**config.mk**
```make
export PLATFORM = sky130hd
export DESIGN_NAME = siphash_2_4_stream_hasher_unit
export DESIGN_NICKNAME = d
export VERILOG_FILES = /design/src/rtl/sh_pkg.sv /design/src/rtl/sh_front.sv /design/src/rtl/sh_queue.sv /design/src/rtl/sh_back.sv /design/src/rtl/siphash_2_4_stream_hasher_unit.sv
export SDC_FILE = /design/constraint.sdc
export NUM_CORES = 2
export LEC_CHECK = 0
export ABC_AREA = 1
export BUFFER_PORTS_ARGS = -buffer_cell sky130_fd_sc_hd__clkbuf_2
export CAP_MARGIN = 20
export CELL_PAD_IN_SITES_DETAIL_PLACEMENT = 1
export CELL_PAD_IN_SITES_GLOBAL_PLACEMENT = 2
export CORE_MARGIN = 3
export CORE_UTILIZATION = 38
export CTS_CLUSTER_DIAMETER = 200
export DETAILED_ROUTE_END_ITERATION = 16
export PLACE_DENSITY_LB_ADDON = 0.1
export REMOVE_ABC_BUFFERS = 1
export SLEW_MARGIN = 10
export SYNTH_ARGS = -nofsm -noshare
export SYNTH_HDL_FRONTEND = slang
export SYNTH_SLANG_ARGS = --single-unit
```
**constraint.sdc**
```tcl
create_clock -name clk -period 18.05 [get_ports clk]
set_input_delay 0.9025 -clock clk [delete_from_list [all_inputs] [get_ports clk]]
set_output_delay 0.9025 -clock clk [all_outputs]
set_load 0.005 [all_outputs]
```
**src/rtl/sh_pkg.sv**
```systemverilog
package sh_pkg;

  localparam logic [63:0] SIP_C0 = 64'h736f6d6570736575;
  localparam logic [63:0] SIP_C1 = 64'h646f72616e646f6d;
  localparam logic [63:0] SIP_C2 = 64'h6c7967656e657261;
  localparam logic [63:0] SIP_C3 = 64'h7465646279746573;

  localparam logic [63:0] SIP_FIN_NARROW = 64'h00000000000000ff;
  localparam logic [63:0] SIP_FIN_WIDE   = 64'h00000000000000ee;
  localparam logic [63:0] SIP_FIN_SECOND = 64'h00000000000000dd;

  localparam logic [3:0] SH_FULL_BYTES = 4'd8;
  localparam int SH_QUEUE_DEPTH = 2;

  typedef enum logic [1:0] {
    CFG_KEY_LOW     = 2'd0,
    CFG_KEY_HIGH    = 2'd1,
    CFG_WIDE_OUTPUT = 2'd2
  } cfg_index_t;

  typedef struct packed {
    logic [63:0] key_low;
    logic [63:0] key_high;
    logic        wide_output;
  } sh_cfg_t;

  typedef enum logic [1:0] {
    KIND_WORD      = 2'd0,
    KIND_LAST_FULL = 2'd1,
    KIND_LAST_TAIL = 2'd2
  } sh_kind_t;

  typedef struct packed {
    logic [63:0] word;
    logic [63:0] final_block;
    sh_kind_t    kind;
  } sh_entry_t;

  typedef struct packed {
    logic [63:0] v0;
    logic [63:0] v1;
    logic [63:0] v2;
    logic [63:0] v3;
  } sip_state_t;

  typedef enum logic [2:0] {
    BK_IDLE  = 3'd0,
    BK_COMP1 = 3'd1,
    BK_COMP2 = 3'd2,
    BK_FIN   = 3'd3,
    BK_DONE  = 3'd4
  } bk_state_t;

  function automatic sip_state_t sip_round(input sip_state_t s);
    sip_state_t r;
    r = s;
    r.v0 = r.v0 + r.v1;
    r.v1 = {r.v1[50:0], r.v1[63:51]};
    r.v1 = r.v1 ^ r.v0;
    r.v0 = {r.v0[31:0], r.v0[63:32]};
    r.v2 = r.v2 + r.v3;
    r.v3 = {r.v3[47:0], r.v3[63:48]};
    r.v3 = r.v3 ^ r.v2;
    r.v0 = r.v0 + r.v3;
    r.v3 = {r.v3[42:0], r.v3[63:43]};
    r.v3 = r.v3 ^ r.v0;
    r.v2 = r.v2 + r.v1;
    r.v1 = {r.v1[46:0], r.v1[63:47]};
    r.v1 = r.v1 ^ r.v2;
    r.v2 = {r.v2[31:0], r.v2[63:32]};
    return r;
  endfunction

endpackage

```
**src/rtl/sh_front.sv**
```systemverilog
module sh_front import sh_pkg::*; (
  input  logic        clk,
  input  logic        rst,
  input  logic        in_valid,
  output logic        in_ready,
  input  logic [63:0] message_word,
  input  logic [3:0]  byte_count,
  input  logic        last_word,
  output logic        push,
  input  logic        queue_ready,
  output sh_entry_t   entry
);

  logic [7:0]  length_count;
  logic [7:0]  length_count_next;
  logic [3:0]  count;
  logic [7:0]  length_sum;
  logic [63:0] tail;

  assign in_ready = queue_ready;
  assign push     = in_valid && queue_ready;

  always_comb begin
    count = (byte_count > SH_FULL_BYTES) ? SH_FULL_BYTES : byte_count;
    for (int i = 0; i < 8; i++) begin
      tail[i*8 +: 8] = (4'(i) < count) ? message_word[i*8 +: 8] : 8'h00;
    end
    if (count == SH_FULL_BYTES) begin
      tail = '0;
    end
    length_sum = length_count + {4'd0, count};
  end

  always_comb begin
    entry.word        = message_word;
    entry.final_block = {length_sum, tail[55:0]};
    if (!last_word) begin
      entry.kind = KIND_WORD;
    end else if (count == SH_FULL_BYTES) begin
      entry.kind = KIND_LAST_FULL;
    end else begin
      entry.kind = KIND_LAST_TAIL;
    end
    length_count_next = last_word ? 8'd0 : length_count + {4'd0, SH_FULL_BYTES};
  end

  always_ff @(posedge clk) begin
    if (rst) begin
      length_count <= 8'd0;
    end else if (push) begin
      length_count <= length_count_next;
    end
  end

endmodule

```
**src/rtl/sh_queue.sv**
```systemverilog
module sh_queue import sh_pkg::*; #(
  parameter int Depth = SH_QUEUE_DEPTH
) (
  input  logic      clk,
  input  logic      rst,
  input  logic      push,
  input  sh_entry_t push_entry,
  output logic      ready,
  input  logic      pop,
  output logic      head_valid,
  output sh_entry_t head_entry
);

  localparam int PtrWidth   = $clog2(Depth);
  localparam int CountWidth = $clog2(Depth + 1);
  localparam logic [PtrWidth-1:0]   LastPtr   = PtrWidth'(Depth - 1);
  localparam logic [CountWidth-1:0] FullCount = CountWidth'(Depth);

  sh_entry_t             slots [Depth];
  logic [PtrWidth-1:0]   wr_ptr;
  logic [PtrWidth-1:0]   rd_ptr;
  logic [CountWidth-1:0] count;
  logic                  do_pop;

  assign ready      = count != FullCount;
  assign head_valid = count != '0;
  assign head_entry = slots[rd_ptr];
  assign do_pop     = pop && head_valid;

  always_ff @(posedge clk) begin
    if (push) begin
      slots[wr_ptr] <= push_entry;
    end
  end

  always_ff @(posedge clk) begin
    if (rst) begin
      wr_ptr <= '0;
      rd_ptr <= '0;
      count  <= '0;
    end else begin
      if (push) begin
        wr_ptr <= (wr_ptr == LastPtr) ? '0 : wr_ptr + 1'b1;
      end
      if (do_pop) begin
        rd_ptr <= (rd_ptr == LastPtr) ? '0 : rd_ptr + 1'b1;
      end
      if (push && !do_pop) begin
        count <= count + 1'b1;
      end else if (do_pop && !push) begin
        count <= count - 1'b1;
      end
    end
  end

  a_empty_ptrs: assert property (@(posedge clk) disable iff (rst)
    (count == '0) |-> (wr_ptr == rd_ptr))
    else $error("queue empty with unequal pointers");

endmodule

```
**src/rtl/sh_back.sv**
```systemverilog
module sh_back import sh_pkg::*; (
  input  logic         clk,
  input  logic         rst,
  input  sh_cfg_t      cfg,
  input  logic         head_valid,
  input  sh_entry_t    head_entry,
  output logic         pop,
  output logic         out_valid,
  input  logic         out_ready,
  output logic [63:0]  out_low,
  output logic [63:0]  out_high
);

  bk_state_t   state;
  bk_state_t   state_next;
  sip_state_t  v;
  sip_state_t  v_next;
  logic        open;
  logic        open_next;
  logic [1:0]  rnd;
  logic [1:0]  rnd_next;
  logic        second_pass;
  logic        second_pass_next;
  logic        tail_done;
  logic        tail_done_next;
  logic [63:0] cur_m;
  logic [63:0] cur_m_next;
  logic [63:0] cur_final;
  logic [63:0] cur_final_next;
  sh_kind_t    cur_kind;
  sh_kind_t    cur_kind_next;
  logic [63:0] h1;
  logic [63:0] h1_next;
  logic [63:0] h2;
  logic [63:0] h2_next;
  logic        out_free;
  logic        out_load;

  sip_state_t  key_state;
  sip_state_t  base;
  sip_state_t  round_in;
  sip_state_t  round_out;
  logic [63:0] first_m;
  logic [63:0] round_xor;

  assign out_free = !out_valid || out_ready;
  assign pop      = (state == BK_IDLE) && head_valid;
  assign out_load = (state == BK_DONE) && out_free;

  always_comb begin
    key_state.v0 = SIP_C0 ^ cfg.key_low;
    key_state.v1 = SIP_C1 ^ cfg.key_high ^ (cfg.wide_output ? SIP_FIN_WIDE : 64'd0);
    key_state.v2 = SIP_C2 ^ cfg.key_low;
    key_state.v3 = SIP_C3 ^ cfg.key_high;
    base    = open ? v : key_state;
    first_m = (head_entry.kind == KIND_LAST_TAIL) ? head_entry.final_block
                                                  : head_entry.word;
    round_in = v;
    if (state == BK_IDLE) begin
      round_in    = base;
      round_in.v3 = base.v3 ^ first_m;
    end else if (state == BK_COMP1) begin
      round_in.v3 = v.v3 ^ cur_m;
    end
    round_out = sip_round(round_in);
    round_xor = round_out.v0 ^ round_out.v1 ^ round_out.v2 ^ round_out.v3;
  end

  always_comb begin
    state_next = state;
    unique case (state)
      BK_IDLE: begin
        if (head_valid) begin
          state_next = BK_COMP2;
        end
      end
      BK_COMP1: state_next = BK_COMP2;
      BK_COMP2: begin
        if (cur_kind == KIND_WORD) begin
          state_next = BK_IDLE;
        end else if (!tail_done) begin
          state_next = BK_COMP1;
        end else begin
          state_next = BK_FIN;
        end
      end
      BK_FIN: begin
        if (rnd == 2'd3 && (second_pass || !cfg.wide_output)) begin
          state_next = BK_DONE;
        end
      end
      BK_DONE: begin
        if (out_free) begin
          state_next = BK_IDLE;
        end
      end
      default: state_next = BK_IDLE;
    endcase
  end

  always_comb begin
    v_next           = v;
    open_next        = open;
    rnd_next         = rnd;
    second_pass_next = second_pass;
    tail_done_next   = tail_done;
    cur_m_next       = cur_m;
    cur_final_next   = cur_final;
    cur_kind_next    = cur_kind;
    h1_next          = h1;
    h2_next          = h2;
    unique case (state)
      BK_IDLE: begin
        if (head_valid) begin
          v_next         = round_out;
          open_next      = 1'b1;
          cur_m_next     = first_m;
          cur_final_next = head_entry.final_block;
          cur_kind_next  = head_entry.kind;
          tail_done_next = head_entry.kind == KIND_LAST_TAIL;
        end
      end
      BK_COMP1: v_next = round_out;
      BK_COMP2: begin
        v_next    = round_out;
        v_next.v0 = round_out.v0 ^ cur_m;
        if (cur_kind != KIND_WORD) begin
          if (!tail_done) begin
            cur_m_next     = cur_final;
            tail_done_next = 1'b1;
          end else begin
            v_next.v2 = round_out.v2 ^ (cfg.wide_output ? SIP_FIN_WIDE : SIP_FIN_NARROW);
            rnd_next         = 2'd0;
            second_pass_next = 1'b0;
          end
        end
      end
      BK_FIN: begin
        v_next   = round_out;
        rnd_next = rnd + 2'd1;
        if (rnd == 2'd3) begin
          if (!second_pass) begin
            h1_next = round_xor;
            h2_next = '0;
            if (cfg.wide_output) begin
              v_next.v1        = round_out.v1 ^ SIP_FIN_SECOND;
              second_pass_next = 1'b1;
            end
          end else begin
            h2_next = round_xor;
          end
        end
      end
      BK_DONE: begin
        if (out_free) begin
          open_next = 1'b0;
        end
      end
      default: ;
    endcase
  end

  always_ff @(posedge clk) begin
    if (rst) begin
      state     <= BK_IDLE;
      open      <= 1'b0;
      out_valid <= 1'b0;
    end else begin
      state <= state_next;
      open  <= open_next;
      if (out_load) begin
        out_valid <= 1'b1;
      end else if (out_ready) begin
        out_valid <= 1'b0;
      end
    end
  end

  always_ff @(posedge clk) begin
    v           <= v_next;
    rnd         <= rnd_next;
    second_pass <= second_pass_next;
    tail_done   <= tail_done_next;
    cur_m       <= cur_m_next;
    cur_final   <= cur_final_next;
    cur_kind    <= cur_kind_next;
    h1          <= h1_next;
    h2          <= h2_next;
    if (out_load) begin
      out_low  <= h1;
      out_high <= h2;
    end
  end

  a_done_loads: assert property (@(posedge clk) disable iff (rst)
    out_load |=> out_valid)
    else $error("finished hash not presented");

  a_busy_open: assert property (@(posedge clk) disable iff (rst)
    (state != BK_IDLE) |-> open)
    else $error("engine busy without an open message");

  a_pop_idle: assert property (@(posedge clk) disable iff (rst)
    pop |=> (state == BK_COMP2))
    else $error("entry taken without starting compression");

endmodule

```
**src/rtl/siphash_2_4_stream_hasher_unit.sv**
```systemverilog
// A word that is not the last takes two SipRounds in the round engine, one SipRound per cycle.
// A last word takes two (short tail) or four (full word) SipRounds, then four or eight
// finalisation rounds and a hand-over state (BK_DONE) before the hash is presented, plus queueing.
// Words are hashed one at a time in the single shared round unit; the queue accepts words until full.
// Reset (rst, synchronous) clears the key registers, the length count, the queue and the
// output valid flag; the next word then opens a message from the key.
module siphash_2_4_stream_hasher_unit import sh_pkg::*; #(
  parameter int QueueDepth = SH_QUEUE_DEPTH
) (
  input  logic         clk,
  input  logic         rst,
  input  logic         cfg_we,
  input  logic [1:0]   cfg_index,
  input  logic [63:0]  cfg_data,
  input  logic         s_tvalid,
  output logic         s_tready,
  input  logic [71:0]  s_tdata,  // message_word [63:0], byte_count [67:64], zero fill
  input  logic         s_tlast,
  output logic         m_tvalid,
  input  logic         m_tready,
  output logic [127:0] m_tdata   // hash_low [63:0], hash_high [127:64]
);

  sh_cfg_t     cfg;
  logic        push;
  logic        queue_ready;
  sh_entry_t   push_entry;
  logic        head_valid;
  sh_entry_t   head_entry;
  logic        pop;
  logic [63:0] hash_low;
  logic [63:0] hash_high;

  always_ff @(posedge clk) begin
    if (rst) begin
      cfg <= '0;
    end else if (cfg_we) begin
      unique case (cfg_index)
        CFG_KEY_LOW:     cfg.key_low     <= cfg_data;
        CFG_KEY_HIGH:    cfg.key_high    <= cfg_data;
        CFG_WIDE_OUTPUT: cfg.wide_output <= cfg_data[0];
        default: ;
      endcase
    end
  end

  sh_front u_front (
    .clk          (clk),
    .rst          (rst),
    .in_valid     (s_tvalid),
    .in_ready     (s_tready),
    .message_word (s_tdata[63:0]),
    .byte_count   (s_tdata[67:64]),
    .last_word    (s_tlast),
    .push         (push),
    .queue_ready  (queue_ready),
    .entry        (push_entry)
  );

  sh_queue #(
    .Depth (QueueDepth)
  ) u_queue (
    .clk        (clk),
    .rst        (rst),
    .push       (push),
    .push_entry (push_entry),
    .ready      (queue_ready),
    .pop        (pop),
    .head_valid (head_valid),
    .head_entry (head_entry)
  );

  sh_back u_back (
    .clk        (clk),
    .rst        (rst),
    .cfg        (cfg),
    .head_valid (head_valid),
    .head_entry (head_entry),
    .pop        (pop),
    .out_valid  (m_tvalid),
    .out_ready  (m_tready),
    .out_low    (hash_low),
    .out_high   (hash_high)
  );

  assign m_tdata = {hash_high, hash_low};

endmodule

```
Word level (Yosys, flattened, before mapping)
Memory sizes are Yosys's and may differ from the RTL's. A register that Yosys moved wholly into a read port is not among the register bits.
Cells that the tools add are included.
{"block": "totals", "ff_bits": 792, "mem_bits_rw": 260, "input_bits": 144, "output_inout_bits": 130, "wordCells": 177, "memories": 1}
{"block": "classes", "n_addsub": 11, "n_lt_le_gt_ge": 8, "eq_ne": 17, "n_mux": 61, "bitwise": 18, "n_reduce_logical": 37}
{"name": "u_queue.slots", "words": 2, "word_bits": 130, "read_ports": 1, "rd_ports_with_merged_regs": 1, "write_ports": 1, "line": "sh_queue.sv:19", "text": "sh_entry_t slots [Depth];"}
{"operator": "256-bit one-hot mux with 4 select lines", "n": 1}
{"operator": "64-bit XOR", "n": 12}
{"operator": "256-bit two-way mux", "n": 2}
{"operator": "64-bit two-way mux", "n": 8}
{"operator": "64-bit adder", "n": 4}
{"operator": "192-bit two-way mux", "n": 1}
{"operator": "64-bit one-hot mux with 2 select lines", "n": 1}
{"operator": "8-bit two-way mux", "n": 12}
{"operator": "56-bit two-way mux", "n": 1}
{"operator": "37-bit NOT", "n": 1}
{"operator": "35-bit NOT", "n": 1}
{"operator": "34-bit NOT", "n": 1}
{"operator": "32-bit NOT", "n": 1}
{"operator": "1-bit two-way mux", "n": 17}
{"operator": "3-bit one-hot mux with 5 select lines", "n": 1}
{"operator": "3-bit AND reduction", "n": 5}
{"operator": "2-bit two-way mux", "n": 7}
{"operator": "2-bit nonzero test", "n": 7}
{"operator": "3-bit by 4-bit less-than comparator with 1-bit output, first input constant", "n": 3}
{"operator": "3-bit two-way mux", "n": 4}
{"operator": "2-bit by 1-bit != test with 1-bit output, second input constant", "n": 6}
{"operator": "2-bit AND reduction", "n": 6}
{"operator": "8-bit by 4-bit adder with 8-bit output", "n": 1}
{"operator": "8-bit by 4-bit adder with 8-bit output, second input constant", "n": 1}
{"operator": "26 further kinds", "n": 48}

Longest topological paths before layout
{"block": "depth", "ltp_word": 13, "mapped_depth": 47, "ltp_nobuf": 44}

Modules after synthesis
From an unflattened synthesis, not the netlist that was laid out.
{"block": "unflattened", "hier_cells": 7851, "hier_area_um2": 66054.6}
{"mod": "sh_back", "instances": 1, "cells_per_inst": 6320, "area_each_um2": 49556.3, "seq_area_each_um2": 19498.7}
{"mod": "sh_queue", "instances": 1, "cells_per_inst": 439, "area_each_um2": 9638.0, "seq_area_each_um2": 7907.6}
{"mod": "siphash_2_4_stream_hasher_unit", "instances": 1, "cells_per_inst": 836, "area_each_um2": 5459.0, "seq_area_each_um2": 2582.5}
{"mod": "sh_front", "instances": 1, "cells_per_inst": 256, "area_each_um2": 1401.3, "seq_area_each_um2": 100.1}

Least setup slack after synthesis
Ideal clock, no wire load.
{"block": "synth_timing", "path_type": "flip-flop to flip-flop", "from": "register u_back.state[2]", "to": "register u_back.state[1]", "setup_ns": 0.105, "arrival_time_ns": 13.164, "required_ns": 17.945, "path_slack_ns": 4.780, "stages_incl_launch_ff": 9, "n_path_buf": 2, "synth_period_minus_slack_ns": 13.270, "cell_sequence": "dfxtp_1 -> nor2_2 -> nand2_4 -> clkbuf_1 -> buf_1 -> nor3_1 -> nor2_1 -> o21ai_0 -> a21oi_1"}
{"block": "synth_between", "elab_chain_cells": 3, "word_cells_on_any_way": 10, "cone_classes": "7 x eq/ne; 1 x mux; 2 x reduce/logical"}
{"element": "start, declared", "line": "sh_back.sv:14", "text": "bk_state_t state;"}
{"element": "start signal, assigned", "line": "sh_back.sv:169", "text": "state <= state_next;"}
{"element": "3-bit by 2-bit equality test with 1-bit output, or another cell as far along", "line": "sh_back.sv:71", "text": "unique case (state)"}
{"element": "2-bit by 1-bit != test with 1-bit output (no source line)"}
{"element": "3-bit AND reduction (no source line)"}
Parallel ways exist; a longest one is shown, timed or not.
A chain may end at the register's enable or synchronous reset.

==> impl_metrics.py <==
metrics = {
    "synth": {
        "synth_cell_types": 67,
        "yosysSeqAreaShare": 0.4538,
        "synth_edf_count": 906,
        "netlist_area_um2": 66300,
        "yosys.area.top_type": "edfxtp_1",
        "synth_cells": 8419,
        "synth_top_cell_area_share": 0.4103,
        "ys.flop_type": "edfxtp_1",
        "syn_area_per_cell_um2": 7.875,
        "ys.warnings.count": 0,
        "async_flop_share": 0,
        "ys_ff_latch": 1050,
        "synth_area_leaders": "edfxtp_1 (41%), nand2_1 (14%), inv_1 (5.8%)",
    },
    "worst_hold_path": {
        "hp-class": "in2reg",
        "hold_end": "u_queue.slots[0][123]",
        "min_from": "s_tdata[57]",
        "holdPathStages": 1,
    },
    "grt": {
        "antenna_found_initial": 48,
        "grt_max_degree": 99,
        "grt_pass1_vias": 62439,
        "overflow": 0,
        "grtUsageTotal": 0.4143,
        "grt_pass1_wl_um": 509600,
    },
    "clocking": {
        "cts_made_buffers": 117,
        "post_cts_resized": 0,
        "post_cts_buffers": 0,
        "clkSlewWorstSetupHoldPaths_ns": 0.06,
        "cts_num_sinks": 1050,
        "insertion_delay_ns": 0.85,
        "postCtsHoldBufs": 0,
        "cts_buffer_depth": 3,
        "htree_levels": 3,
        "cts_tree": "yes",
        "cts_root_buf": "clkbuf_16",
    },
    "worst_setup_path": {
        "start_kind": "register",
        "r2r-end": "u_back.v[237]",
        "ff2ff_setup_slack_ns": 6.87,
        "critical_path.slowest_cell": "nand2_1",
        "worstPathArrival_ns": 11.64,
        "critPathMostFrequentCell": "nand2_1",
        "cp_max_fo": 69,
        "cp_top_family": "compound AO/OA/AOI/OAI gates",
        "endpoint_kind": "register",
        "reg2regPathDepth": 31,
        "path_buf_inv": 6,
        "crit_required_ns": 18.51,
        "cp.depth": 31,
        "criticalPathCategory": "reg2reg",
        "max_stage_delay_ns": 0.81,
    },
    "die": {
        "rows": 152,
        "dieHeight_um": 423.7,
        "initial_utilization": 0.3844,
        "coreArea_um2": 172500,
        "ios": 274,
        "die_x_um": 423.7,
        "die-area_um2": 179500,
    },
    "cells_and_area": {
        "area_growth_pct": 12.46,
        "drive_above_1_share": 0.07905,
        "seqCellArea_um2": 30090,
        "multi_input_area_um2": 31660,
        "nNetsFinal": 9112,
        "largest_reg_flops": 260,
        "fillers": 20885,
        "top_register": "u_queue.slots",
        "top_regs": "u_queue.slots: 260 flops, u_back.v: 256 flops, cfg: 129 flops",
    },
    "timing": {
        "slew_headroom": 0.1110,
        "period_share": 0.6195,
        "slew_violations": 0,
        "finalSetupTns_ns": 0,
        "max_clock_freq_mhz": 89.43,
        "hold_slack_ns": 0.2716,
        "final_hold_viol_count": 0,
        "setup_violations": 0,
        "fin_crit_ns": 11.18,
        "finClkSkew_ns": 0.07192,
        "rsz0062_at_grt": "no",
        "worst_pin_slew_ns": 1.320,
    },
    "routing": {
        "dr_total_vias": 64732,
        "drtAntennaViolNets": 0,
        "drtIter0Drc": 8120,
        "routed_wl_um": 381600,
        "avgViaCountPerCell": 5.812,
        "first_pass_iters": 6,
        "drc": 0,
        "wl_per_cell_um": 34.26,
    },
    "outcome": {
        "status": "complete, no violations",
    },
    "place": {
        "dp_hpwl_um": 321600,
        "port-buffer-count": 269,
        "place_congestion": 1.150,
    },
    "job": {
        "maxCapViolations": 0,
    },
}
[placed cells by master (no fill, tap or decap), types with 52 or more instances in the layout]
| cell | count |
|---|---|
| o21ai_0 | 568 |
| buf_4 | 89 |
| ha_1 | 257 |
| nor2_1 | 983 |
| nand3_1 | 436 |
| a21oi_1 | 463 |
| xnor2_1 | 100 |
| inv_1 | 1015 |
| nor3_1 | 64 |
| nand2_1 | 2404 |
| clkbuf_16 | 117 |
| dfxtp_1 | 142 |
| a31oi_1 | 76 |
| or2_2 | 52 |
| xor2_1 | 325 |
| clkbuf_2 | 269 |
| edfxtp_1 | 906 |
[cells in the mapped netlist (3+ instances only)]
master	number
nand2_1	2405
inv_1	1018
nor2_1	990
edfxtp_1	906
o21ai_0	570
a21oi_1	465
nand3_1	438
xor2_1	326
ha_1	257
dfxtp_1	144
clkbuf_1	125
xnor2_1	107
a31oi_1	76
nor3_1	65
or2_2	52
o21ai_1	49
nand3b_1	45
buf_2	40
nand4_1	38
o21bai_1	38
a21o_1	37
o21a_1	27
xor2_2	20
o21ai_2	17
a21boi_0	15
nor4_1	15
buf_1	12
inv_2	11
or2_1	11
buf_4	10
mux2i_1	7
o211ai_1	7
xnor2_2	7
buf_6	5
nand2_2	5
xnor3_1	5
and2_1	4
clkinv_1	4
fa_1	4
a21boi_1	3
a31oi_2	3
o22ai_1	3
[cells by family (layout without fill, tap and decap cells)]
family | count (synthesis) | after routing | synth area share
buf+inv | 1225 | 1611 | 0.07124
compound gates | 1330 | 1330 | 0.1094
fa+ha+maj | 261 | 261 | 0.04971
simple gates | 4078 | 4078 | 0.2485
flops | 1050 | 1050 | 0.4538
mux | 7 | 7 | 0.001057
other cells | 1 | 23 | 0.00005656
xor+xnor | 467 | 467 | 0.06624
[layer usage]
metal  share of wire  vias to the layer above  global-route usage  routed length [um]
li1                -                    28187                   -                   -
met1            0.41                    32420              0.5501              156000
met2            0.43                     3359              0.6180              162400
met3           0.091                      748             0.08544               34620
met4           0.074                       18              0.2567               28370
met5         0.00037                        -                   0                 143
[how the worst max path moves through the flow]
stage               startpoint              end  slack, ns
2_1_floorplan  u_back.state[2]  u_back.state[1]       4.92
3_3_place_gp          register    u_back.v[237]       7.37
3_5_place_dp          register     u_back.h2[4]       7.30
4_1_cts               register    u_back.v[237]       7.20
5_1_grt               register    u_back.v[237]       6.70
6_report              register    u_back.v[237]       6.87
[final cells by class]
cell class                 count  share of cell area
antenna                       22           0.0007383
clock buffer                 144             0.04130
clock inverter                73             0.01119
inverter                    1033             0.05217
multi-input combinational   6144              0.4247
sequential                  1050              0.4036
tap                         2310             0.03876
timing repair buffer         361             0.02759
[stage by stage]
stage | instances | setup slack (ns) | util | cell area, um^2
final | 11137 | 6.868 | 0.4323 | 74560
after global routing | 11116 | 6.696 | 0.4320 | 74510
after CTS | 11112 | 7.198 | 0.4318 | 74490
after detailed placement | 10895 | 7.297 | 0.4091 | 70570
after global placement | 10893 | 7.370 | 0.4090 | 70550
after floorplan | 8227 | 4.916 | - | 65460
Power is not shown: default switching activity piles up to over one toggle a cycle in this logic, so the estimate is an artifact.
